### src/hw/rtl/mpd_pkg.sv
// shared types and constants for the mean pixel displacement core
package mpd_pkg;

  // field widths
  localparam int unsigned CoordBits = 16;
  localparam int unsigned DiffBits  = CoordBits;
  localparam int unsigned RadBits   = 2 * DiffBits + 2;
  localparam int unsigned RootBits  = RadBits / 2;
  localparam int unsigned CountBits = 21;
  localparam int unsigned SumBits   = 38;
  localparam int unsigned RemBits   = CountBits;
  localparam int unsigned AluBits   = RemBits + 1;
  localparam int unsigned StepBits  = 5;

  // run limit and iteration counts
  localparam logic [CountBits-1:0] MaxPixels = CountBits'(1048576);
  localparam logic [StepBits-1:0]  LastStep  = StepBits'(RootBits - 1);

  // input word
  typedef struct packed {
    logic signed [CoordBits-1:0] old_x;
    logic signed [CoordBits-1:0] old_y;
    logic signed [CoordBits-1:0] new_x;
    logic signed [CoordBits-1:0] new_y;
    logic                        last_pair;
  } mpd_in_t;

  // result word
  typedef struct packed {
    logic [16:0]          mean_movement;
    logic [CountBits-1:0] pair_count;
    logic                 overflowed;
  } mpd_out_t;

  // sequencer states
  typedef enum logic [2:0] {
    ST_IDLE,
    ST_SQX,
    ST_SQY,
    ST_ROOT,
    ST_ACC,
    ST_DIV,
    ST_OUT
  } mpd_state_e;

  // absolute difference of two signed coordinates
  function automatic logic [DiffBits-1:0] abs_diff(logic signed [CoordBits-1:0] a,
                                                   logic signed [CoordBits-1:0] b);
    logic signed [CoordBits:0] d;
    logic signed [CoordBits:0] n;
    d = {a[CoordBits-1], a} - {b[CoordBits-1], b};
    n = -d;
    return d[CoordBits] ? n[DiffBits-1:0] : d[DiffBits-1:0];
  endfunction

endpackage

### src/hw/rtl/mpd_sub_unit.sv
// shared compare and subtract unit used by the root and divide steps
module mpd_sub_unit (
  input  logic [mpd_pkg::AluBits-1:0] a_i,
  input  logic [mpd_pkg::AluBits-1:0] b_i,
  output logic [mpd_pkg::AluBits-1:0] diff_o,
  output logic                        ge_o
);
  import mpd_pkg::*;

  logic [AluBits:0] sub;

  // one wide subtract, borrow gives the compare
  assign sub    = {1'b0, a_i} - {1'b0, b_i};
  assign diff_o = sub[AluBits-1:0];
  assign ge_o   = ~sub[AluBits];

endmodule

### src/hw/rtl/mean_pixel_displacement_core.sv
// top level of the mean pixel displacement core
//
//  channel | valid       | stall       | word
//  --------+-------------+-------------+-------------------------------------
//  in      | in_valid_i  | in_stall_o  | in_word_i  (old/new x,y, last_pair)
//  out     | out_valid_o | out_stall_i | out_word_o (mean, count, overflow)
//
// each pair goes through the accept, two squaring steps on one 16x16 multiplier,
// 17 root steps on the shared subtract unit and one accumulate. a pair marked last
// adds 17 divide steps on the same unit and a load of the output register. the
// core takes no new pair until it is back in idle.
// reset clears the sequencer, the running sum, the count and the flag.
// a stalled output word holds; the core waits before loading a new one.
module mean_pixel_displacement_core (
  input  logic              clk_i,
  input  logic              rst_ni,
  input  logic              in_valid_i,
  output logic              in_stall_o,
  input  mpd_pkg::mpd_in_t  in_word_i,
  output logic              out_valid_o,
  input  logic              out_stall_i,
  output mpd_pkg::mpd_out_t out_word_o
);
  import mpd_pkg::*;

  mpd_state_e state_q, state_d;

  logic [DiffBits-1:0]  dx_q, dx_d, dy_q, dy_d;
  logic                 last_q, last_d;
  logic [RadBits-1:0]   work_q, work_d;
  logic [RemBits-1:0]   rem_q, rem_d;
  logic [RootBits-1:0]  res_q, res_d;
  logic [StepBits-1:0]  step_q, step_d;
  logic [SumBits-1:0]   sum_q, sum_d;
  logic [CountBits-1:0] cnt_q, cnt_d;
  logic                 ovf_q, ovf_d;
  logic                 out_valid_q, out_valid_d;
  mpd_out_t             out_q, out_d;

  logic                 in_accept;
  logic                 out_free;
  logic                 steps_done;
  logic [DiffBits-1:0]  mul_op;
  logic [2*DiffBits-1:0] mul_prod;
  logic [AluBits-1:0]   alu_a, alu_b, alu_diff;
  logic                 alu_ge;

  assign in_stall_o  = (state_q != ST_IDLE);
  assign in_accept   = in_valid_i && !in_stall_o;
  assign out_free    = !out_valid_q || !out_stall_i;
  assign steps_done  = (step_q == LastStep);
  assign out_valid_o = out_valid_q;
  assign out_word_o  = out_q;

  // single multiplier, squares dx then dy
  assign mul_op   = (state_q == ST_SQX) ? dx_q : dy_q;
  assign mul_prod = mul_op * mul_op;

  // operand select for the shared subtract unit
  always_comb begin
    if (state_q == ST_DIV) begin
      alu_a = {rem_q, work_q[RootBits-1]};
      alu_b = {1'b0, cnt_q};
    end else begin
      alu_a = AluBits'({rem_q[RemBits-3:0], work_q[RadBits-1 -: 2]});
      alu_b = AluBits'({res_q, 2'b01});
    end
  end

  mpd_sub_unit u_sub (
    .a_i   (alu_a),
    .b_i   (alu_b),
    .diff_o(alu_diff),
    .ge_o  (alu_ge)
  );

  // next state
  always_comb begin
    state_d = state_q;
    case (state_q)
      ST_IDLE: if (in_accept) state_d = ST_SQX;
      ST_SQX:  state_d = ST_SQY;
      ST_SQY:  state_d = ST_ROOT;
      ST_ROOT: if (steps_done) state_d = ST_ACC;
      ST_ACC:  state_d = last_q ? ST_DIV : ST_IDLE;
      ST_DIV:  if (steps_done) state_d = ST_OUT;
      ST_OUT:  if (out_free) state_d = ST_IDLE;
      default: state_d = ST_IDLE;
    endcase
  end

  // datapath updates
  always_comb begin
    logic [SumBits-1:0]   new_sum;
    logic [CountBits-1:0] new_cnt;
    dx_d        = dx_q;
    dy_d        = dy_q;
    last_d      = last_q;
    work_d      = work_q;
    rem_d       = rem_q;
    res_d       = res_q;
    step_d      = step_q;
    sum_d       = sum_q;
    cnt_d       = cnt_q;
    ovf_d       = ovf_q;
    out_d       = out_q;
    out_valid_d = out_valid_q && out_stall_i;
    new_sum     = sum_q;
    new_cnt     = cnt_q;
    case (state_q)
      ST_IDLE: begin
        if (in_accept) begin
          dx_d   = abs_diff(in_word_i.old_x, in_word_i.new_x);
          dy_d   = abs_diff(in_word_i.old_y, in_word_i.new_y);
          last_d = in_word_i.last_pair;
        end
      end
      ST_SQX: begin
        work_d = RadBits'(mul_prod);
      end
      ST_SQY: begin
        work_d = work_q + RadBits'(mul_prod);
        rem_d  = '0;
        res_d  = '0;
        step_d = '0;
      end
      ST_ROOT: begin
        // one root bit per cycle, two radicand bits shifted in
        work_d = {work_q[RadBits-3:0], 2'b00};
        step_d = step_q + StepBits'(1);
        if (alu_ge) begin
          rem_d = alu_diff[RemBits-1:0];
          res_d = {res_q[RootBits-2:0], 1'b1};
        end else begin
          rem_d = alu_a[RemBits-1:0];
          res_d = {res_q[RootBits-2:0], 1'b0};
        end
      end
      ST_ACC: begin
        // drop pairs beyond the run limit
        if (cnt_q < MaxPixels) begin
          new_sum = sum_q + SumBits'(res_q);
          new_cnt = cnt_q + CountBits'(1);
        end else begin
          ovf_d = 1'b1;
        end
        sum_d  = new_sum;
        cnt_d  = new_cnt;
        // high sum bits start below the count, so 17 quotient bits suffice
        rem_d  = new_sum[SumBits-1 -: RemBits];
        work_d = RadBits'(new_sum[RootBits-1:0]);
        res_d  = '0;
        step_d = '0;
      end
      ST_DIV: begin
        // restoring divide, one quotient bit per cycle
        work_d = {work_q[RadBits-2:0], 1'b0};
        step_d = step_q + StepBits'(1);
        if (alu_ge) begin
          rem_d = alu_diff[RemBits-1:0];
          res_d = {res_q[RootBits-2:0], 1'b1};
        end else begin
          rem_d = alu_a[RemBits-1:0];
          res_d = {res_q[RootBits-2:0], 1'b0};
        end
      end
      ST_OUT: begin
        if (out_free) begin
          out_d.mean_movement = (cnt_q != '0) ? res_q : '0;
          out_d.pair_count    = cnt_q;
          out_d.overflowed    = ovf_q;
          out_valid_d         = 1'b1;
          sum_d               = '0;
          cnt_d               = '0;
          ovf_d               = 1'b0;
        end
      end
      default: ;
    endcase
  end

  // control registers
  always_ff @(posedge clk_i or negedge rst_ni) begin
    if (!rst_ni) begin
      state_q     <= ST_IDLE;
      sum_q       <= '0;
      cnt_q       <= '0;
      ovf_q       <= 1'b0;
      out_valid_q <= 1'b0;
    end else begin
      state_q     <= state_d;
      sum_q       <= sum_d;
      cnt_q       <= cnt_d;
      ovf_q       <= ovf_d;
      out_valid_q <= out_valid_d;
    end
  end

  // payload registers
  always_ff @(posedge clk_i) begin
    dx_q   <= dx_d;
    dy_q   <= dy_d;
    last_q <= last_d;
    work_q <= work_d;
    rem_q  <= rem_d;
    res_q  <= res_d;
    step_q <= step_d;
    out_q  <= out_d;
  end

`ifndef SYNTHESIS
  a_busy_after_accept: assert property (@(posedge clk_i) disable iff (!rst_ni)
    in_accept |=> in_stall_o)
    else $error("core took a word while busy");

  a_count_limit: assert property (@(posedge clk_i) disable iff (!rst_ni)
    cnt_q <= MaxPixels)
    else $error("pair count above run limit");

  a_div_rem: assert property (@(posedge clk_i) disable iff (!rst_ni)
    (state_q == ST_DIV) |-> (rem_q < cnt_q))
    else $error("divide remainder not below count");

  a_out_count: assert property (@(posedge clk_i) disable iff (!rst_ni)
    out_valid_o |-> (out_word_o.pair_count != '0))
    else $error("result word with zero pair count");

  a_clear_after_out: assert property (@(posedge clk_i) disable iff (!rst_ni)
    (state_q == ST_OUT && out_free) |=> (cnt_q == '0 && sum_q == '0 && !ovf_q))
    else $error("run state not cleared after result");
`endif

endmodule

### config.mk
export PLATFORM = sky130hd
export DESIGN_NAME = mean_pixel_displacement_core
export DESIGN_NICKNAME = d
export VERILOG_FILES = /design/src/hw/rtl/mpd_pkg.sv /design/src/hw/rtl/mpd_sub_unit.sv /design/src/hw/rtl/mean_pixel_displacement_core.sv
export SDC_FILE = /design/constraint.sdc
export NUM_CORES = 1
export LEC_CHECK = 0
export BUFFER_PORTS_ARGS = -buffer_cell sky130_fd_sc_hd__buf_2
export CORE_MARGIN = 10
export CORE_UTILIZATION = 55
export CTS_CLUSTER_DIAMETER = 30
export DETAILED_ROUTE_END_ITERATION = 7
export GPL_ROUTABILITY_DRIVEN = 0
export GPL_TIMING_DRIVEN = 0
export PLACE_DENSITY = 0.77
export SLEW_MARGIN = 20
export SYNTH_ARGS = -nofsm -noshare
export SYNTH_HDL_FRONTEND = slang
export SYNTH_SLANG_ARGS = --single-unit
### constraint.sdc
create_clock -name clk_i -period 10.1 [get_ports clk_i]
set_clock_uncertainty 0.05 [all_clocks]
set_input_delay 1.515 -clock clk_i [delete_from_list [all_inputs] [get_ports clk_i]]
set_output_delay 1.515 -clock clk_i [all_outputs]
set_load 0.01 [all_outputs]
==> flow_summary.yaml <==
grt:
  antenna_found_initial: 1
  global_route_total_overflow: 0
  grt_max_degree: 53
  vias_in_the_first_global_route: 19230
  first_pass_grt_wire_length_mm: 97.08
  global_route.usage.total_pct: 23.80
routing:
  via_per_inst: 5.968
  route.final.wire_length_mm: 60.86
  drt_pre_antenna_iters: 8
  routed_wire_length_per_instance_um: 19.01
  post-route-drc-count: 0
  route.vias.total: 19110
  drt-initial-drc-count: 1950
  ant_nets: 0
synth:
  synthTopCellsByArea: "sky130_fd_sc_hd__edfxtp_1, sky130_fd_sc_hd__fa_1, sky130_fd_sc_hd__ha_1, sky130_fd_sc_hd__dfrtp_1, sky130_fd_sc_hd__inv_1"
  synth-seq-cells: 213
  synthXorXnorAreaFrac_pct: 7.263
  postSynthCellCount: 2465
  seq_area_frac_synth_pct: 27.09
  synthDominantAreaCellType: "sky130_fd_sc_hd__edfxtp_1"
  synth.top_cell.area_share_pct: 19.95
  synth_cell_types: 77
  yosys_warnings: 0
  synth.cell_area_um2: 22430
  yosys.area_share.simple_pct: 14.31
  synth_compound_gate_area_share_pct: 15.58
  number_of_enable_type_register_cells_in_the_synthesized_netlist: 149
  yosys-mux-area-fraction_pct: 2.968
  synthAdderAreaFrac_pct: 26.29
  synth_area_per_cell_um2: 9.099
  synth_fp_nets: 2906
  prevailing_post_synth_register_cell: "sky130_fd_sc_hd__edfxtp_1"
  synth_top_family_by_area: "adder cells"
  postSynth.asyncResetShare_pct: 30.05
clock_network:
  clk-insertion-delay-late_ns: 0.56
  cts-buffers-inserted: 47
  cts_root_buffer: "sky130_fd_sc_hd__clkbuf_16"
  clock_sink_count: 213
  cts_tree: "done"
  ctsHoldBuffers: 0
  clkTransAtPathRegs_ns: 0.05
  clockBufferDepth: 3
  ctsHtreeMaxLevel: 2
job:
  maxCapViolations: 0
worst_setup_path:
  crit_top_cell: "sky130_fd_sc_hd__fa_1"
  worst_path_largest_cell_delay_ns: 0.56
  worst_setup_path_end_kind: "flip-flop"
  critPathSlowestCell: "sky130_fd_sc_hd__or4_4"
  critical_path_data_required_time_ns: 10.35
  r2r_setup_slack_ns: 0.41
  path_delay_family: "adder cells"
  worst_setup_path_start_kind: "flip-flop"
  worst_ep_arrival_time_ns: 9.95
  worst_r2r_startpoint: "state_q[1]$_DFFE_PN0P_"
  critPathBufInv: 8
  worstSetupPathType: "flip-flop to flip-flop"
  crit-reg2reg-capture: "work_q[31]$_DFFE_PP_"
  highest_net_fanout_along_the_worst_path: 10
  worst_r2r_path_depth: 38
placed_design:
  hpwlAfterDp_mm: 47.12
  buffer_ports.inserted: 109
  place.detailed.instances: 3103
worst_hold_path:
  holdPathStages: 0
  min_from: "ovf_q$_DFFE_PN0P_"
  hold_path_end: "out_word_o[0]$_DFFE_PP_"
  holdCritPathClass: "flip-flop to flip-flop"
sta:
  tightestPinTransition_ns: 1.046
  max_freq_ghz: 0.1032
  rsz0062_at_grt: "no"
  timing.final.crit_share_pct: 95.98
  finalHoldViolCount: 0
  slew-limit-headroom_pct: 29.65
  timing.final.setup_violations: 0
  slew_violations: 0
  finalCriticalPeriod_ns: 9.694
outcome:
  outcome: "finished clean"
cells_and_area:
  final-instance-count-excl-fill: 3202
  finish.net_count: 3078
  n_fill_cell: 3176
  area_growth_syn_to_fin_pct: 14.51
  layout-drive-gt1-share_pct: 10.50
floorplanning:
  dieHeight_um: 221.9
  boundaryPins: 110
  core_region_area_um2: 40010
  std_cell_rows: 73
  die_area_um2: 49260
  initial_cell_density_of_the_core_pct: 56.06
  die_span_x_um: 221.9
[cell usage after synthesis (all sizes together) (16+ instances only)]
master	n
a21o	85
xor2	70
xnor2	116
fa	164
mux2i	53
a22oi	24
dfrtp	64
nor3	34
o21a	29
nand3	35
o21ai	99
o22ai	17
nor2b	41
nand2b	17
edfxtp	149
ha	208
nand2	265
a21oi	126
o31ai	16
and2	23
clkbuf	70
nor2	211
a31oi	21
o211ai	22
inv	305
and3	18
[cell type report]
type                            count  area, µm²  share of cell area, %
Inverter                          309       1171                  4.560
Clock inverter                     38      402.9                  1.569
Timing Repair Buffer              125      748.2                  2.913
Buffer                             77      355.3                  1.384
Clock buffer                       50       1209                  4.706
Multi-Input combinational cell   1864      15060                  58.63
Tap cell                          525      656.9                  2.558
Antenna cell                        1      2.502               0.009743
Sequential cell                   213       6078                  23.67
[metal layers]
metal	vias to the layer above	global-route usage, %	share of wire [%]
met1	9237	31.02	40
met2	911	39.07	48
met5	-	0	0
li1	8817	-	-
met3	143	4.416	9.1
met4	0	7.829	3.0
[stage by stage]
step | TNS [ns] | hold WS (ns) | setup slack (ns) | util, % | area (µm²)
finish | 0 | 0.4038 | 0.4062 | 64.20 | 25680
CTS | 0 | 0.4037 | 0.02276 | 63.77 | 25510
detailed placement | -22.80 | 0.3924 | -1.950 | 59.43 | 23770
floorplan | 0 | 0.3731 | 0.2001 | - | 22430
global placement | -18.16 | 0.3845 | -1.657 | 59.07 | 23630
global route | 0 | 0.4226 | 0.01150 | 64.19 | 25680
[cells by family after synthesis]
| group | Yosys count |
|---|---|
| simple gates | 708 |
| compound gates | 532 |
| buf+inv | 388 |
| fa+ha+maj | 373 |
| flops | 213 |
| xor+xnor | 186 |
| mux | 65 |
[registers in the layout, summed over array words and instances, names as in the netlist, 5 cells and up]
name,count
step_q,5
work_q,34
rem_q,21
cnt_q,21
dy_q,16
res_q,17
out_word_o,39
dx_q,16
sum_q,38
[worst max-delay path by stage]
stage	start	cells past startpoint	end	slack, ns
global route	state_q[1]$_DFFE_PN0P_	38	work_q[33]$_DFFE_PP_	0.01
global placement	state_q[1]$_DFFE_PN0P_	33	work_q[33]$_DFFE_PP_	-1.66
detailed placement	state_q[1]$_DFFE_PN0P_	33	work_q[33]$_DFFE_PP_	-1.95
CTS	state_q[1]$_DFFE_PN0P_	38	work_q[31]$_DFFE_PP_	0.02
floorplan	state_q[1]$_DFFE_PN0P_	38	work_q[33]$_DFFE_PP_	0.20
finish	state_q[1]$_DFFE_PN0P_	38	work_q[31]$_DFFE_PP_	0.41
[cell usage in the layout (no fill, tap or decap), types with 13 or more instances in the layout]
cell / instances
sky130_fd_sc_hd__inv_1: 302
sky130_fd_sc_hd__nand2_1: 265
sky130_fd_sc_hd__nor2_1: 210
sky130_fd_sc_hd__ha_1: 207
sky130_fd_sc_hd__fa_1: 164
sky130_fd_sc_hd__edfxtp_1: 149
sky130_fd_sc_hd__a21oi_1: 124
sky130_fd_sc_hd__xnor2_1: 115
sky130_fd_sc_hd__buf_2: 109
sky130_fd_sc_hd__o21ai_0: 95
sky130_fd_sc_hd__a21o_1: 85
sky130_fd_sc_hd__xor2_1: 70
sky130_fd_sc_hd__dfrtp_1: 62
sky130_fd_sc_hd__clkbuf_1: 53
sky130_fd_sc_hd__clkbuf_16: 48
sky130_fd_sc_hd__mux2i_1: 45
sky130_fd_sc_hd__nor2b_1: 41
sky130_fd_sc_hd__nand3_1: 35
sky130_fd_sc_hd__nor3_1: 33
sky130_fd_sc_hd__o21a_1: 29
sky130_fd_sc_hd__a22oi_1: 24
sky130_fd_sc_hd__o211ai_1: 22
sky130_fd_sc_hd__and2_1: 21
sky130_fd_sc_hd__a31oi_1: 20
sky130_fd_sc_hd__and3_1: 18
sky130_fd_sc_hd__o22ai_1: 17
sky130_fd_sc_hd__nand2b_1: 16
sky130_fd_sc_hd__o31ai_1: 16
sky130_fd_sc_hd__buf_4: 15
sky130_fd_sc_hd__o21bai_1: 13
[what timing repair did]
| action | 4_1_cts | 5_1_grt |
|---|---|---|
| resized for setup | 36 | 46 |
| setup buffers | 2 | 10 |
| cloned | 0 | 0 |
| endpoints found under the setup margin | 19 | 13 |
| pin swaps | 0 | 3 |
Power is left out: the tool's default activity adds up to more than one toggle a clock period on the data nets, which glitch-free logic cannot reach.
